**config.mk**
```make
export PLATFORM = sky130hd
export DESIGN_NAME = multichannel_peak_hold_reporter
export DESIGN_NICKNAME = d
export VERILOG_FILES = /design/src/mphr_pkg.sv /design/src/multichannel_peak_hold_reporter.sv /design/src/mphr_ctrl.sv /design/src/mphr_datapath.sv
export SDC_FILE = /design/constraint.sdc
export NUM_CORES = 1
export LEC_CHECK = 0
export BUFFER_PORTS_ARGS = -buffer_cell sky130_fd_sc_hd__buf_2
export CAP_MARGIN = 20
export CELL_PAD_IN_SITES_DETAIL_PLACEMENT = 0
export CELL_PAD_IN_SITES_GLOBAL_PLACEMENT = 1
export CORE_MARGIN = 2
export CORE_UTILIZATION = 46
export DETAILED_ROUTE_END_ITERATION = 7
export PLACE_DENSITY_LB_ADDON = 0.1
export SLEW_MARGIN = 25
export SYNTH_ARGS = -nofsm -noshare
export SYNTH_HDL_FRONTEND = slang
export SYNTH_SLANG_ARGS = --single-unit
```
**constraint.sdc**
```tcl
create_clock -name clk -period 5.9 [get_ports clk]
set_input_delay 0.295 -clock clk [delete_from_list [all_inputs] [get_ports clk]]
set_output_delay 0.295 -clock clk [all_outputs]
set_load 0.05 [all_outputs]
```
**src/mphr_pkg.sv**
```systemverilog
// Shared types and constants for the multichannel peak-hold reporter.
// No dependencies; imported by the controller, datapath and top level.
`timescale 1ns / 1ps

package mphr_pkg;

  localparam int CHANNELS = 16;
  localparam int IDX_W    = $clog2(CHANNELS);
  localparam int VAL_W    = 10;
  localparam int ADDR_W   = 8;
  localparam int CH_SHIFT = 10;
  localparam int WORD_W   = 16;

  localparam logic [7:0]       END_MARKER     = 8'h7F;
  localparam logic [VAL_W-1:0] THRESHOLD_INIT = VAL_W'(4);
  localparam logic [7:0]       ADDRESS_INIT   = 8'h31;

  typedef enum logic {
    REG_PEAK_THRESHOLD = 1'b0,
    REG_OWN_ADDRESS    = 1'b1
  } mphr_reg_t;

  typedef enum logic [2:0] {
    ST_IDLE,
    ST_SCAN,
    ST_SEND_LO,
    ST_SEND_HI,
    ST_SEND_END
  } mphr_state_t;

  // controller -> datapath
  typedef struct packed {
    logic upd_peak;   // apply accepted sample
    logic idx_clr;    // start of report walk
    logic idx_inc;    // move to next channel
    logic scan_wr;    // visit channel: capture word, record and clear peak
    logic load_lo;
    logic load_hi;
    logic load_end;
  } mphr_cmd_t;

  // datapath -> controller
  typedef struct packed {
    logic is_sample;
    logic is_poll;
    logic differs;
    logic idx_last;
    logic out_free;
  } mphr_status_t;

endpackage

```
**src/multichannel_peak_hold_reporter.sv**
```systemverilog
// Top level of the multichannel peak-hold reporter.
// Depends on mphr_pkg, mphr_ctrl and mphr_datapath.
`timescale 1ns / 1ps

// Keeps a peak-hold value for each of 16 channels and reports the changed
// ones when polled. A sample word (command = 0) raises its channel's peak
// when the sample is at or above peak_threshold and above the held peak; it
// produces no output. A serial word (command = 1)
// equal to own_address starts a report; any other serial word is dropped.
// The report walks channels 0..15 in order through the single read port of
// the channel tables, and a channel whose peak differs from its last
// reported value adds two output words, low then high byte of
// (channel << 10) | peak. Every visited channel has its peak recorded as
// reported and cleared. The report closes with 0x7F, ninth_bit and last set.
// The next input word is taken as soon as the end marker sits in the output
// register. Config writes go straight to the registers (index 0 threshold,
// index 1 address) and are expected only while no report is running.

module multichannel_peak_hold_reporter import mphr_pkg::*; (
  input  logic             clk,
  input  logic             rst,
  // configuration
  input  logic             cfg_write,
  input  logic             cfg_index,
  input  logic [VAL_W-1:0] cfg_data,
  // input words
  input  logic             in_valid,
  output logic             in_ready,
  input  logic             command,
  input  logic [3:0]       channel,
  input  logic [VAL_W-1:0] sample,
  input  logic [7:0]       rx_byte,
  // output words
  output logic             out_valid,
  input  logic             out_ready,
  output logic [7:0]       tx_byte,
  output logic             ninth_bit,
  output logic             last
);

  mphr_cmd_t    cmd;
  mphr_status_t status;

  mphr_ctrl u_ctrl (
    .clk      (clk),
    .rst      (rst),
    .in_valid (in_valid),
    .in_ready (in_ready),
    .status   (status),
    .cmd      (cmd)
  );

  mphr_datapath u_dp (
    .clk       (clk),
    .rst       (rst),
    .cfg_write (cfg_write),
    .cfg_index (cfg_index),
    .cfg_data  (cfg_data),
    .command   (command),
    .channel   (channel),
    .sample    (sample),
    .rx_byte   (rx_byte),
    .out_ready (out_ready),
    .out_valid (out_valid),
    .tx_byte   (tx_byte),
    .ninth_bit (ninth_bit),
    .last      (last),
    .cmd       (cmd),
    .status    (status)
  );

  // only one output load at a time
  a_one_load: assert property (@(posedge clk) disable iff (rst)
    $onehot0({cmd.load_lo, cmd.load_hi, cmd.load_end}))
    else $error("multiple output loads");

  // end marker load shows up as a valid closing word
  a_end_word: assert property (@(posedge clk) disable iff (rst)
    cmd.load_end |=> (out_valid && last && ninth_bit && tx_byte == END_MARKER))
    else $error("end marker not presented");

  // peak updates only happen on an accepted sample
  a_upd_on_accept: assert property (@(posedge clk) disable iff (rst)
    cmd.upd_peak |-> (in_valid && in_ready && !command))
    else $error("peak update without accepted sample");

  // table walk never overlaps input acceptance
  a_no_scan_idle: assert property (@(posedge clk) disable iff (rst)
    cmd.scan_wr |-> !in_ready)
    else $error("scan while accepting input");

endmodule

```
**src/mphr_ctrl.sv**
```systemverilog
// Report sequencer for the peak-hold reporter.
// Depends on mphr_pkg (state, command and status types).
`timescale 1ns / 1ps

module mphr_ctrl import mphr_pkg::*; (
  input  logic         clk,
  input  logic         rst,
  input  logic         in_valid,
  output logic         in_ready,
  input  mphr_status_t status,
  output mphr_cmd_t    cmd
);

  mphr_state_t state, state_next;

  always_ff @(posedge clk) begin
    if (rst) begin
      state <= ST_IDLE;
    end else begin
      state <= state_next;
    end
  end

  always_comb begin
    state_next = state;
    case (state)
      ST_IDLE: begin
        if (in_valid && status.is_poll) state_next = ST_SCAN;
      end
      ST_SCAN: begin
        if (status.differs)       state_next = ST_SEND_LO;
        else if (status.idx_last) state_next = ST_SEND_END;
      end
      ST_SEND_LO: begin
        if (status.out_free) state_next = ST_SEND_HI;
      end
      ST_SEND_HI: begin
        if (status.out_free) state_next = status.idx_last ? ST_SEND_END : ST_SCAN;
      end
      ST_SEND_END: begin
        if (status.out_free) state_next = ST_IDLE;
      end
      default: state_next = ST_IDLE;
    endcase
  end

  always_comb begin
    cmd      = '0;
    in_ready = 1'b0;
    case (state)
      ST_IDLE: begin
        in_ready     = 1'b1;
        cmd.upd_peak = in_valid && status.is_sample;
        cmd.idx_clr  = in_valid && status.is_poll;
      end
      ST_SCAN: begin
        cmd.scan_wr = 1'b1;
        cmd.idx_inc = !status.differs && !status.idx_last;
      end
      ST_SEND_LO: begin
        cmd.load_lo = status.out_free;
      end
      ST_SEND_HI: begin
        cmd.load_hi = status.out_free;
        cmd.idx_inc = status.out_free && !status.idx_last;
      end
      ST_SEND_END: begin
        cmd.load_end = status.out_free;
      end
      default: begin
        cmd      = '0;
        in_ready = 1'b0;
      end
    endcase
  end

endmodule

```
**src/mphr_datapath.sv**
```systemverilog
// Peak/reported tables, config registers, channel index and output word register.
// Depends on mphr_pkg (constants, command and status types).
`timescale 1ns / 1ps

module mphr_datapath import mphr_pkg::*; (
  input  logic             clk,
  input  logic             rst,
  input  logic             cfg_write,
  input  logic             cfg_index,
  input  logic [VAL_W-1:0] cfg_data,
  input  logic             command,
  input  logic [3:0]       channel,
  input  logic [VAL_W-1:0] sample,
  input  logic [7:0]       rx_byte,
  input  logic             out_ready,
  output logic             out_valid,
  output logic [7:0]       tx_byte,
  output logic             ninth_bit,
  output logic             last,
  input  mphr_cmd_t        cmd,
  output mphr_status_t     status
);

  logic [VAL_W-1:0]  peak_threshold;
  logic [ADDR_W-1:0] own_address;
  logic [VAL_W-1:0]  peak_value     [CHANNELS];
  logic [VAL_W-1:0]  reported_value [CHANNELS];
  logic [IDX_W-1:0]  idx;
  logic [WORD_W-1:0] word;

  logic [IDX_W-1:0]  chan_idx;
  logic [IDX_W-1:0]  rd_addr;
  logic [VAL_W-1:0]  peak_rd;
  logic [VAL_W-1:0]  rep_rd;
  logic              chan_ok;
  logic              sample_wins;

  always_ff @(posedge clk) begin
    if (rst) begin
      peak_threshold <= THRESHOLD_INIT;
      own_address    <= ADDRESS_INIT;
    end else if (cfg_write) begin
      case (mphr_reg_t'(cfg_index))
        REG_PEAK_THRESHOLD: peak_threshold <= cfg_data;
        REG_OWN_ADDRESS:    own_address    <= cfg_data[ADDR_W-1:0];
        default: ;
      endcase
    end
  end

  assign chan_idx = IDX_W'(channel);
  assign chan_ok  = 32'(channel) < CHANNELS;
  // one read port: scan index while walking, sample channel otherwise
  assign rd_addr  = cmd.scan_wr ? idx : chan_idx;
  assign peak_rd  = peak_value[rd_addr];
  assign rep_rd   = reported_value[rd_addr];

  assign sample_wins = chan_ok && (sample > peak_rd) && (sample >= peak_threshold);

  always_ff @(posedge clk) begin
    if (rst) begin
      for (int i = 0; i < CHANNELS; i++) begin
        peak_value[i]     <= '0;
        reported_value[i] <= '0;
      end
    end else if (cmd.scan_wr) begin
      reported_value[idx] <= peak_rd;
      peak_value[idx]     <= '0;
    end else if (cmd.upd_peak && sample_wins) begin
      peak_value[chan_idx] <= sample;
    end
  end

  always_ff @(posedge clk) begin
    if (rst) begin
      idx <= '0;
    end else if (cmd.idx_clr) begin
      idx <= '0;
    end else if (cmd.idx_inc) begin
      idx <= idx + 1'b1;
    end
  end

  // (channel << 10) | peak, channel bits above bit 15 dropped
  always_ff @(posedge clk) begin
    if (cmd.scan_wr) begin
      word <= WORD_W'((32'(idx) << CH_SHIFT) | 32'(peak_rd));
    end
  end

  always_ff @(posedge clk) begin
    if (rst) begin
      out_valid <= 1'b0;
    end else if (cmd.load_lo || cmd.load_hi || cmd.load_end) begin
      out_valid <= 1'b1;
    end else if (out_ready) begin
      out_valid <= 1'b0;
    end
  end

  always_ff @(posedge clk) begin
    if (cmd.load_lo) begin
      tx_byte   <= word[7:0];
      ninth_bit <= 1'b0;
      last      <= 1'b0;
    end else if (cmd.load_hi) begin
      tx_byte   <= word[15:8];
      ninth_bit <= 1'b0;
      last      <= 1'b0;
    end else if (cmd.load_end) begin
      tx_byte   <= END_MARKER;
      ninth_bit <= 1'b1;
      last      <= 1'b1;
    end
  end

  assign status.is_sample = !command;
  assign status.is_poll   = command && (rx_byte == own_address);
  assign status.differs   = peak_rd != rep_rd;
  assign status.idx_last  = idx == IDX_W'(CHANNELS - 1);
  assign status.out_free  = !out_valid || out_ready;

endmodule
```
=== After elaboration in Yosys (flattened, before gate mapping) ===
Memories as Yosys holds them, arrays and structs flattened.
Cells that the tools add are included.

* Add/subtract/negate cells: 1
* Order comparisons: 2
* Eq/ne operators: 12
* Muxes and demuxes: 39
* Bitwise gates (word level): 2
* Reductions and logical operators: 25

{| class="wikitable"
|+ Operators with widths
! kind !! count
|-
| 10-bit 2-to-1 mux || 3
|-
| 10-bit OR reduction || 3
|-
| 8-bit 2-to-1 mux || 3
|-
| 3-bit 2-to-1 mux || 7
|-
| 1-bit 2-to-1 mux || 19
|-
| 4-bit 2-to-1 mux || 4
|-
| 3-bit one-hot mux with 5 select lines || 1
|-
| 14-bit by 10-bit OR with 14-bit output || 1
|-
| 10-bit greater-or-equal comparator || 1
|-
| 10-bit > comparator || 1
|-
| 10-bit != test || 1
|-
| 8-bit equality test || 1
|-
| 2-bit by 1-bit != test with 1-bit output (second input constant) || 4
|-
| 1-bit logical AND || 7
|-
| 3-bit by 2-bit equality test with 1-bit output (second input constant) || 2
|-
| 5-bit AND reduction || 1
|-
| 4-bit by 1-bit adder with 4-bit output (second input constant) || 1
|-
| 4-bit equality test (second input constant) || 1
|-
| 1-bit logical NOT || 4
|-
| 2-bit AND reduction || 2
|-
| 2-bit OR reduction || 2
|-
| 3-bit by 1-bit equality test with 1-bit output (second input constant) || 1
|-
| 3-bit equality test (second input constant) || 1
|-
| 3-bit logical NOT || 1
|-
| 7 further kinds || 9
|}

* Bits in registers: 51
* Bits in writable memories: 320
* Bits of input ports: 39
* Output and inout bits: 12
* Word-level logic and storage cells: 91
* Memories: 2

{| class="wikitable"
|+ Memory list
! memory !! words !! width !! read ports !! clocked after memory_dff !! write ports !! line !! text
|-
| u_dp.peak_value || 16 || 10 || 1 || 0 || 16 || mphr_datapath.sv:26 || <nowiki>logic [VAL_W-1:0] peak_value [CHANNELS];</nowiki>
|-
| u_dp.reported_value || 16 || 10 || 1 || 0 || 16 || mphr_datapath.sv:27 || <nowiki>logic [VAL_W-1:0] reported_value [CHANNELS];</nowiki>
|}

=== Depth between registers and ports, before layout ===
Gate-level depths: netlist (run 1).
An unclocked memory read counts as a cell.

* Depth after elaboration: 13
* Gate-level depth with buffers: 25
* Mapped depth without buffers: 17

=== Modules after synthesis ===
Synthesis (run 1) repeated with hierarchy kept, for this count alone.

* Cell total of the unflattened synthesis: 1399
* Area total of the unflattened synthesis: 17335.4 um^2

{| class="wikitable"
|+ By module, submodules not included
! module !! times used !! cells an instance !! area each (um^2) !! seq. area each (um^2)
|-
| mphr_datapath || 1 || 1365 || 17083.9 || 10750.3
|-
| mphr_ctrl || 1 || 34 || 251.5 || 60.1
|}

=== Worst setup path before layout (run 1) ===
Ideal clock, no wire load.

* Kind: reg-to-reg
* Start: register u_ctrl.state[1]
* End: memory u_dp.peak_value[0][0], enable pin
* Library setup time: 391 ps
* Arrival time: 5161 ps
* Data required time: 5509 ps
* Path slack: 348 ps
* Stages on the path, launching flop included: 25
* Path buffers: 7
* Period minus slack after synthesis: 5552 ps
* Cell sequence: dfxtp_1 -> buf_6 -> or3b_1 -> buf_6 -> inv_2 -> buf_4 -> buf_2 -> buf_1 -> nand3_1 -> nand3_1 -> a31oi_1 -> a22oi_2 -> clkbuf_1 -> ha_1 -> a21o_1 -> a21o_1 -> a21o_1 -> a21o_1 -> a21oi_1 -> nor2b_1 -> o21ai_0 -> a21oi_1 -> clkbuf_1 -> nand3_1 -> o21ai_0

{| class="wikitable"
|+ RTL lines
! element !! line !! text
|-
| start, declared || mphr_ctrl.sv:14 || <nowiki>mphr_state_t state, state_next;</nowiki>
|-
| start signal, assigned || mphr_ctrl.sv:20 || <nowiki>state <= state_next;</nowiki>
|-
| end, declared || mphr_datapath.sv:26 ||
|}

==> run summary, run 1 <==
CTS tree - done
clock sink count - 369
Critical Path, Cell by Cell - buf_4, and4bb_2, a21o_1, a211oi_1, a311oi_1, a211o_1, and2_1, buf_4, ha_1, a21o_1, a21o_1, a21o_1, a21o_1, a21oi_1, nor2b_1, o21ai_0, a21oi_1, buf_4, nand2_1, o21ai_0, buf_4
Hold Crit Depth - 3
Area growth syn-to-layout - 11.9%
syn_nets - 1797
Site Rows - 75
post-layout min period - 5110 ps
Crit path buffers/inverters - 4
first-pass GRT wire length - 94600 um
post-synthesis register bit count - 369
most frequent cell after synthesis - edfxtp_1
Top Family by Delay on Critical Path - compound AO/OA/AOI/OAI gates
R2R setup slack - 790 ps
syn_area_per_cell - 11.2 um^2
hold endpoint - u_dp.out_valid$_SDFFE_PP0P_
Total Routing Usage GR - 29.6%
Synth area leader - edfxtp_1
Post-Syn Area - 19400 um^2
Hold Startpoint - out_ready
Synth Instances - 1734
post-DR vias/cell - 6.23
worst path required time - 6230 ps
Reg2Reg Depth - 21
CP max FO - 20
Initial Utilization - 46.4%
WHS - 87.1 ps
CP max-delay cell - a21o_1
CP Launch Type - flip-flop
worst reg2reg endpoint - u_dp.peak_value[15][3]$_SDFFCE_PN0P_
post-cts repair resize count - 0
Slew HR - 32.6%
antenna viol nets, final - 0
Tcrit/Tclk final - 86.6%
Max Freq - 0.196 GHz
share of cells above drive strength 1 - 14.5%
chip width - 210 um
vias in the first global route - 14047
setup violators final - 0
top cell type's share of synthesized area - 52.9%
top_reg_cell synth - edfxtp_1
cell mode on critical path - a21o_1
Pwr per Cell Area - 283 nW/um^2
synth top area cells - edfxtp_1 (53%), nor3b_1 (5.6%), mux2i_1 (5.2%)
antenna violations before repair - 1
maximum vdd drop - 205 uV
Crit. Startpoint - u_ctrl.state[0]$_SDFFE_PP0P_
htree depth - 2
Ports - 51
worst reg2reg startpoint - u_ctrl.state[0]$_SDFFE_PP0P_
Inserted Clock Buffers - 41
Final WS setup - 793 ps
initial DRC count - 1458
max-slew violation count - 0
WL per Instance - 27.7 um
Pleak - 0.00763 uW
drt drc - 0
Synth cell types - 80
CTS root buffer - clkbuf_16
setup TNS - 0 ps
actual slew at the worst max-slew pin - 1010 ps
Die Y - 210 um
number of max-cap violations - 0
Synth async-reset ratio - 0%
Placer Congestion - 0.940
routed wire length - 64400 um
outcome - completed
Post-Route Skew - 12.7 ps
arrival time worst endpoint - 5440 ps
most frequent cells after synthesis - edfxtp_1 (342), nor2_1 (182), nand2_1 (159), nor3b_1 (144), clkbuf_1 (112)
Final Hold Fails - 0
post-synthesis sequential area ratio - 55.6%
die area - 43900 um^2
Vias - 14510
buffers added on ports - 50
Post-synth EDFFs - 342
Hold/Removal Path Class - in2reg
hpwl dp - 42700 um
Layout Nets - 1821
Placement Setup Slack - 845 ps
crit-path max cell delay - 570 ps
Fillers - 3754
YS warnings - 0
total gr overflow - 0
clock transition at the registers of the reported paths - 60 ps
Pre-antenna DRT Iters - 7
Setup CP Type - reg2reg
Setup crit end kind - flip-flop
RSZ-0062 raised after global routing - no
maximum buffer depth of the clock tree - 3
largest net degree at the start of global routing - 77
Skew-Pair Late Insertion Delay - 580 ps
CORE AREA - 41900 um^2
placed cells by master (no fill, tap or decap), drive strengths merged, types with 6 or more instances in the layout:
master and count:
nand3 28, a211oi 51, clkinv 16, o211a 13, a2111oi 24, nand2 162
a21oi 99, a31oi 22, nor2 182, buf 143, a221oi 24, nor3 28
dfxtp 27, a21o 13, nand2b 19, o211ai 11, ha 24, mux2 20
nor3b 144, inv 36, clkbuf 55, o21ai 29, edfxtp 342, nor4 11
mux4 10, and2 37, a311oi 6, mux2i 101, nand4 14, xnor2 15
dlygate4sd3 10, nor2b 12
metrics by stage:
step	instances	total power (uW)	cell area, um^2	utilization [%]
6_report	2328	6140	21700	51.9
5_1_grt	2327	6320	21700	51.9
4_1_cts	2327	6170	21700	51.9
3_5_place_dp	2244	3760	20400	48.7
3_3_place_gp	2244	3750	20400	48.7
2_1_floorplan	1734	3470	19400	-
area by class of cell:
| class | count | area, um^2 | share of cell area, % |
|---|---|---|---|
| Sequential cell | 369 | 10800 | 49.7 |
| Timing Repair Buffer | 153 | 1100 | 5.05 |
| Multi-Input combinational cell | 1157 | 7770 | 35.7 |
| Clock inverter | 18 | 116 | 0.535 |
| Tap cell | 539 | 674 | 3.10 |
| Antenna cell | 1 | 2.50 | 0.0115 |
| Inverter | 36 | 135 | 0.622 |
| Clock buffer | 55 | 1130 | 5.20 |
how the worst max path moves through the flow:
stage,endpoint,slack [ps],cells past startpoint
finish,u_dp.peak_value[15][3]$_SDFFCE_PN0P_,790,21
global route,u_dp.peak_value[15][8]$_SDFFCE_PN0P_,520,21
CTS,u_dp.peak_value[15][4]$_SDFFCE_PN0P_,840,21
detailed placement,u_dp.peak_value[15][4]$_SDFFCE_PN0P_,850,21
global placement,u_dp.peak_value[15][1]$_SDFFCE_PN0P_,910,21
floorplan,u_dp.peak_value[0][0]$_SDFFCE_PN0P_,350,24
per-layer routing:
layer / GRT usage (%) / routed length [um] / vias to the layer above / share of wire, %
li1: - / - / 6529 / -
met3: 4.01 / 3760 / 138 / 5.8
met2: 49.2 / 31300 / 590 / 49
met1: 38.6 / 26500 / 7251 / 41
met5: 0 / 10 / - / 0.016
met4: 13.5 / 2760 / 2 / 4.3
registers in the layout, summed over array words and instances (netlist names):
register and flops:
u_dp.peak_value 160, u_dp.reported_value 160, u_dp.word 14, u_dp.peak_threshold 10, u_dp.own_address 8, u_dp.tx_byte 8
u_dp.idx 4, u_ctrl.state 3, u_dp.ninth_bit 1, u_dp.out_valid 1
worst reg2reg max path, stage by stage, from the launching register on:
cell and delay, ps:
dfxtp_1 320, buf_4 270, and4bb_2 370, a21o_1 570, a211oi_1 170, a311oi_1 310, a211o_1 190, and2_1 130
buf_4 240, ha_1 300, a21o_1 170, a21o_1 170, a21o_1 170, a21o_1 170, a21oi_1 130, nor2b_1 50
o21ai_0 170, a21oi_1 120, buf_4 210, nand2_1 310, o21ai_0 130, buf_4 190
cell families (layout without fill, tap and decap cells):
logic type	count (synthesis)	after routing	share of synthesized area, %
flops	369	369	55.6
xor+xnor	17	17	0.766
mux	131	131	7.56
fa+ha+maj	24	24	1.55
compound gates	330	330	12.1
simple gates	655	655	17.7
buf+inv	208	262	4.66
other cells	0	1	0
report_power, final:
| part | leakage (uW) | total (uW) | internal [uW] | switching, uW |
|---|---|---|---|---|
| registers | 0.00363 | 3000 | 2950 | 45.7 |
| clock network | 0.000616 | 2430 | 1390 | 1040 |
| logic | 0.00338 | 716 | 229 | 487 |
| total | 0.00763 | 6140 | 4570 | 1570 |
repair_timing:
| item | 4_1_cts | 5_1_grt |
|---|---|---|
| hold endpoints to repair | 16 | 0 |
| endpoints found under the setup margin | 0 | 0 |
| buffers inserted | 0 | 0 |
| hold buffers | 10 | 0 |
Note: power is estimated with default switching activity, not from simulation.
==> run 2: changes to the inputs <==
--- a/config.mk
+++ b/config.mk
@@ -5,12 +5,12 @@
 export SDC_FILE = /design/constraint.sdc
 export NUM_CORES = 1
 export LEC_CHECK = 0
+export ABC_AREA = 1
 export BUFFER_PORTS_ARGS = -buffer_cell sky130_fd_sc_hd__buf_2
 export CAP_MARGIN = 20
 export CELL_PAD_IN_SITES_DETAIL_PLACEMENT = 0
 export CELL_PAD_IN_SITES_GLOBAL_PLACEMENT = 1
-export CORE_MARGIN = 2
-export CORE_UTILIZATION = 46
+export CORE_UTILIZATION = 44
 export DETAILED_ROUTE_END_ITERATION = 7
 export PLACE_DENSITY_LB_ADDON = 0.1
 export SLEW_MARGIN = 25
==> run summary, run 2 <==
outcome - completed
chip width - 203 um (-3.0%)
Final Hold Fails - 0 (unchanged)
Post-Syn Area - 17800 um^2 (-8.3%)
antenna violations before repair - 0 (-1)
CP max FO - 17 (-15%)
Layout Nets - 2043 (+12%)
Slew HR - 35.8% (+3.2 points)
Max Freq - 0.183 GHz (-6.7%)
Synth async-reset ratio - 0% (unchanged)
Inserted Clock Buffers - 41 (unchanged)
commonest non-fill, non-tap cells in the layout - nand2_1 (480), nor2_1 (381), edfxtp_1 (342), nand3_1 (285), inv_1 (146)
top_reg_cell synth - edfxtp_1
synth top area cells - edfxtp_1 (58%), nand2_1 (10%), nor2_1 (8.0%)
drt drc - 0 (unchanged)
total gr overflow - 0 (unchanged)
leading cell type in the layout, fill and taps excluded - nand2_1
hpwl dp - 36700 um (-14%)
die area - 41300 um^2 (-5.9%)
Synth cell types - 36 (-55%)
top cell type's share of synthesized area - 57.6% (+4.8 points)
post-layout min period - 5470 ps (+368 ps)
WL per Instance - 21.9 um (-21%)
Setup CP Type - reg2reg
initial DRC count - 1274 (-13%)
post-route insts no fill - 2537 (+9.0%)
Tcrit/Tclk final - 92.8% (+6.2 points)
Initial Utilization - 44.7% (-1.7 points)
CTS root buffer - clkbuf_16
arrival time worst endpoint - 5680 ps (+240 ps)
most frequent cells after synthesis - nand2_1 (487), nor2_1 (381), edfxtp_1 (342), nand3_1 (285), inv_1 (146)
sequential share of power - 36.7% (-12 points)
NetSw - 3290 uW (+110%)
antenna viol nets, final - 0 (unchanged)
CORE AREA - 39800 um^2 (-4.8%)
dpl cell area - 18500 um^2 (-9.4%)
Synth area leader - edfxtp_1
Setup crit end kind - flip-flop
maximum buffer depth of the clock tree - 3 (unchanged)
RSZ-0062 raised after global routing - no
Die Y - 203 um (-3.0%)
buffers added on ports - 50 (unchanged)
Post-Route Skew - 18.2 ps (+5.45 ps)
post-synthesis sequential area ratio - 60.7% (+5.0 points)
Placer Congestion - 0.910 (-3.2%)
Ports - 51 (unchanged)
clock transition at the registers of the reported paths - 60 ps (about the same)
largest registers - u_dp.peak_value: 160 flops, u_dp.reported_value: 160 flops, u_dp.word: 14 flops
post-synthesis register bit count - 369 (unchanged)
worst path required time - 6110 ps (-120 ps)
Pleak - 0.00784 uW (+2.6%)
share of cells above drive strength 1 - 9.39% (-5.1 points)
CTS tree - done
vias in the first global route - 13183 (-6.2%)
number of max-cap violations - 0 (unchanged)
Synth Instances - 1964 (+13%)
antenna diode count - 0 (-1)
setup violators final - 0 (unchanged)
max-slew violation count - 0 (unchanged)
Total Routing Usage GR - 27.3% (-2.2 points)
setup TNS - 0 ps (unchanged)
htree depth - 2 (unchanged)
actual slew at the worst max-slew pin - 961 ps (-45.9 ps)
Site Rows - 73 (-2.7%)
Pre-antenna DRT Iters - 6 (-1)
Int Pwr - 5140 uW (+13%)
first-pass GRT wire length - 82800 um (-12%)
Fillers - 3828 (+2.0%)
routed wire length - 55600 um (-14%)
Hold/Removal Path Class - in2reg
Cells after DPL - 2456 (+9.4%)
clock sink count - 369 (unchanged)
Comb pwr share - 34.0% (+22 points)
Skew-Pair Late Insertion Delay - 570 ps (about the same)
Area growth syn-to-layout - 11.3%
fin area - 19800 um^2 (-8.8%)
most frequent cell after synthesis - nand2_1
largest net degree at the start of global routing - 93 (+21%)
syn_nets - 2027 (+13%)
Sw Ratio - 39.0% (+13 points)
syn_area_per_cell - 9.07 um^2 (-19%)
Vias - 13722 (-5.4%)
maximum vdd drop - 200 uV (-2.1%)
clock network power share - 29.3% (-10 points)
CP Launch Type - flip-flop
Post-synth EDFFs - 342 (unchanged)
YS warnings - 0 (unchanged)
Pwr per Cell Area - 425 nW/um^2 (+50%)
post-DR vias/cell - 5.41 (-13%)
Overall Power - 8430 uW (+37%)
-- run 2: changes by cell type after synthesis, moves of 37 or more --
cell and delta:
nand3_1 +257, nor2_1 +199, a211oi_1 -48, clkbuf_1 -55, and2_1 -37, mux2i_1 -100
nor3b_1 -144, a21oi_1 -67, inv_1 +113, nand2_1 +328
-- run 2: what timing repair did --
| action | in CTS | in global routing |
|---|---|---|
| buffers inserted | 0 | 0 |
| resized for setup | 0 | 8 |
| hold buffers | 6 | 0 |
| endpoints found under the hold margin | 8 | 0 |
| setup endpoints to repair | 0 | 100 |
-- run 2: power by group through the flow --
stage / Clock [uW] / Sequential, uW / Combinational (uW)
global placement: 0 / 3150 / 2820
CTS: 2500 / 3090 / 2850
finish: 2470 / 3090 / 2860
global route: 2590 / 3110 / 3120
floorplan: 0 / 3140 / 1820
detailed placement: 0 / 3150 / 2830
-- run 2: cells by family after synthesis --
logic type / count (synthesis) / synth area share, %
and+or+nand+nor: 1190 / 27.8
adders and majority gates: 24 / 1.69
xor gates and xnor gates: 5 / 0.246
DFF: 369 / 60.7
AOI/OAI and AO/OA: 88 / 2.73
buffers and inverters: 288 / 6.89
-- run 2: final timing paths --
check                                            from                             endpoint  slack (ps)  depth (start not counted)
setup / recovery         u_ctrl.state[1]$_SDFFE_PP0P_  u_dp.peak_value[6][2]$_SDFFCE_PN0P_         430                         22
hold / removal                            cfg_data[8]  u_dp.peak_threshold[8]$_SDFFE_PP0P_          40                          3
setup reg to reg         u_ctrl.state[1]$_SDFFE_PP0P_  u_dp.peak_value[6][2]$_SDFFCE_PN0P_         430                         22
hold reg to reg   u_dp.peak_threshold[9]$_SDFFE_PP0P_  u_dp.peak_threshold[9]$_SDFFE_PP0P_         450                          2
-- run 2: worst max-delay path, cell delays in order (launching register included) --
cell,delay [ps]
dfxtp_1,360
inv_2,110
nand3_2,300
o21ai_4,600
buf_4,340
nand3_1,100
nand3_1,90
nand3_1,100
nand2_1,200
clkinv_1,130
ha_1,310
nand2_1,80
nor2_1,110
nand4_1,100
o21ai_0,160
o221ai_1,150
inv_1,90
nand2_1,150
o21ai_0,470
inv_1,80
nor2_1,300
nand2_1,330
nand2_1,430
-- run 2: cell type report --
class	count	area, um^2	area share, %
Timing Repair Buffer	99	633	3.19
Inverter	162	608	3.07
Clock inverter	22	143	0.719
Multi-Input combinational cell	1307	5850	29.5
Clock buffer	53	1130	5.72
Tap cell	525	657	3.31
Sequential cell	369	10800	54.5
-- run 2: routing by layer --
| metal | share of wire, % | GRT usage, % | up-vias |
|---|---|---|---|
| li1 | - | - | 6483 |
| met2 | 46 | 43.7 | 532 |
| met1 | 43 | 37.7 | 6610 |
| met3 | 7.2 | 4.38 | 97 |
| met5 | 0 | 0 | - |
| met4 | 3.0 | 9.59 | 0 |
-- run 2: per-stage QoR --
step                      setup WS [ps]  hold slack, ps  utilization, %
final                               425            38.6            49.8
after global routing               3.76            52.2            49.8
after CTS                           360            18.4            49.7
after detailed placement            379             451            46.4
after global placement              508             445            46.4
after floorplan                    1310             364               -
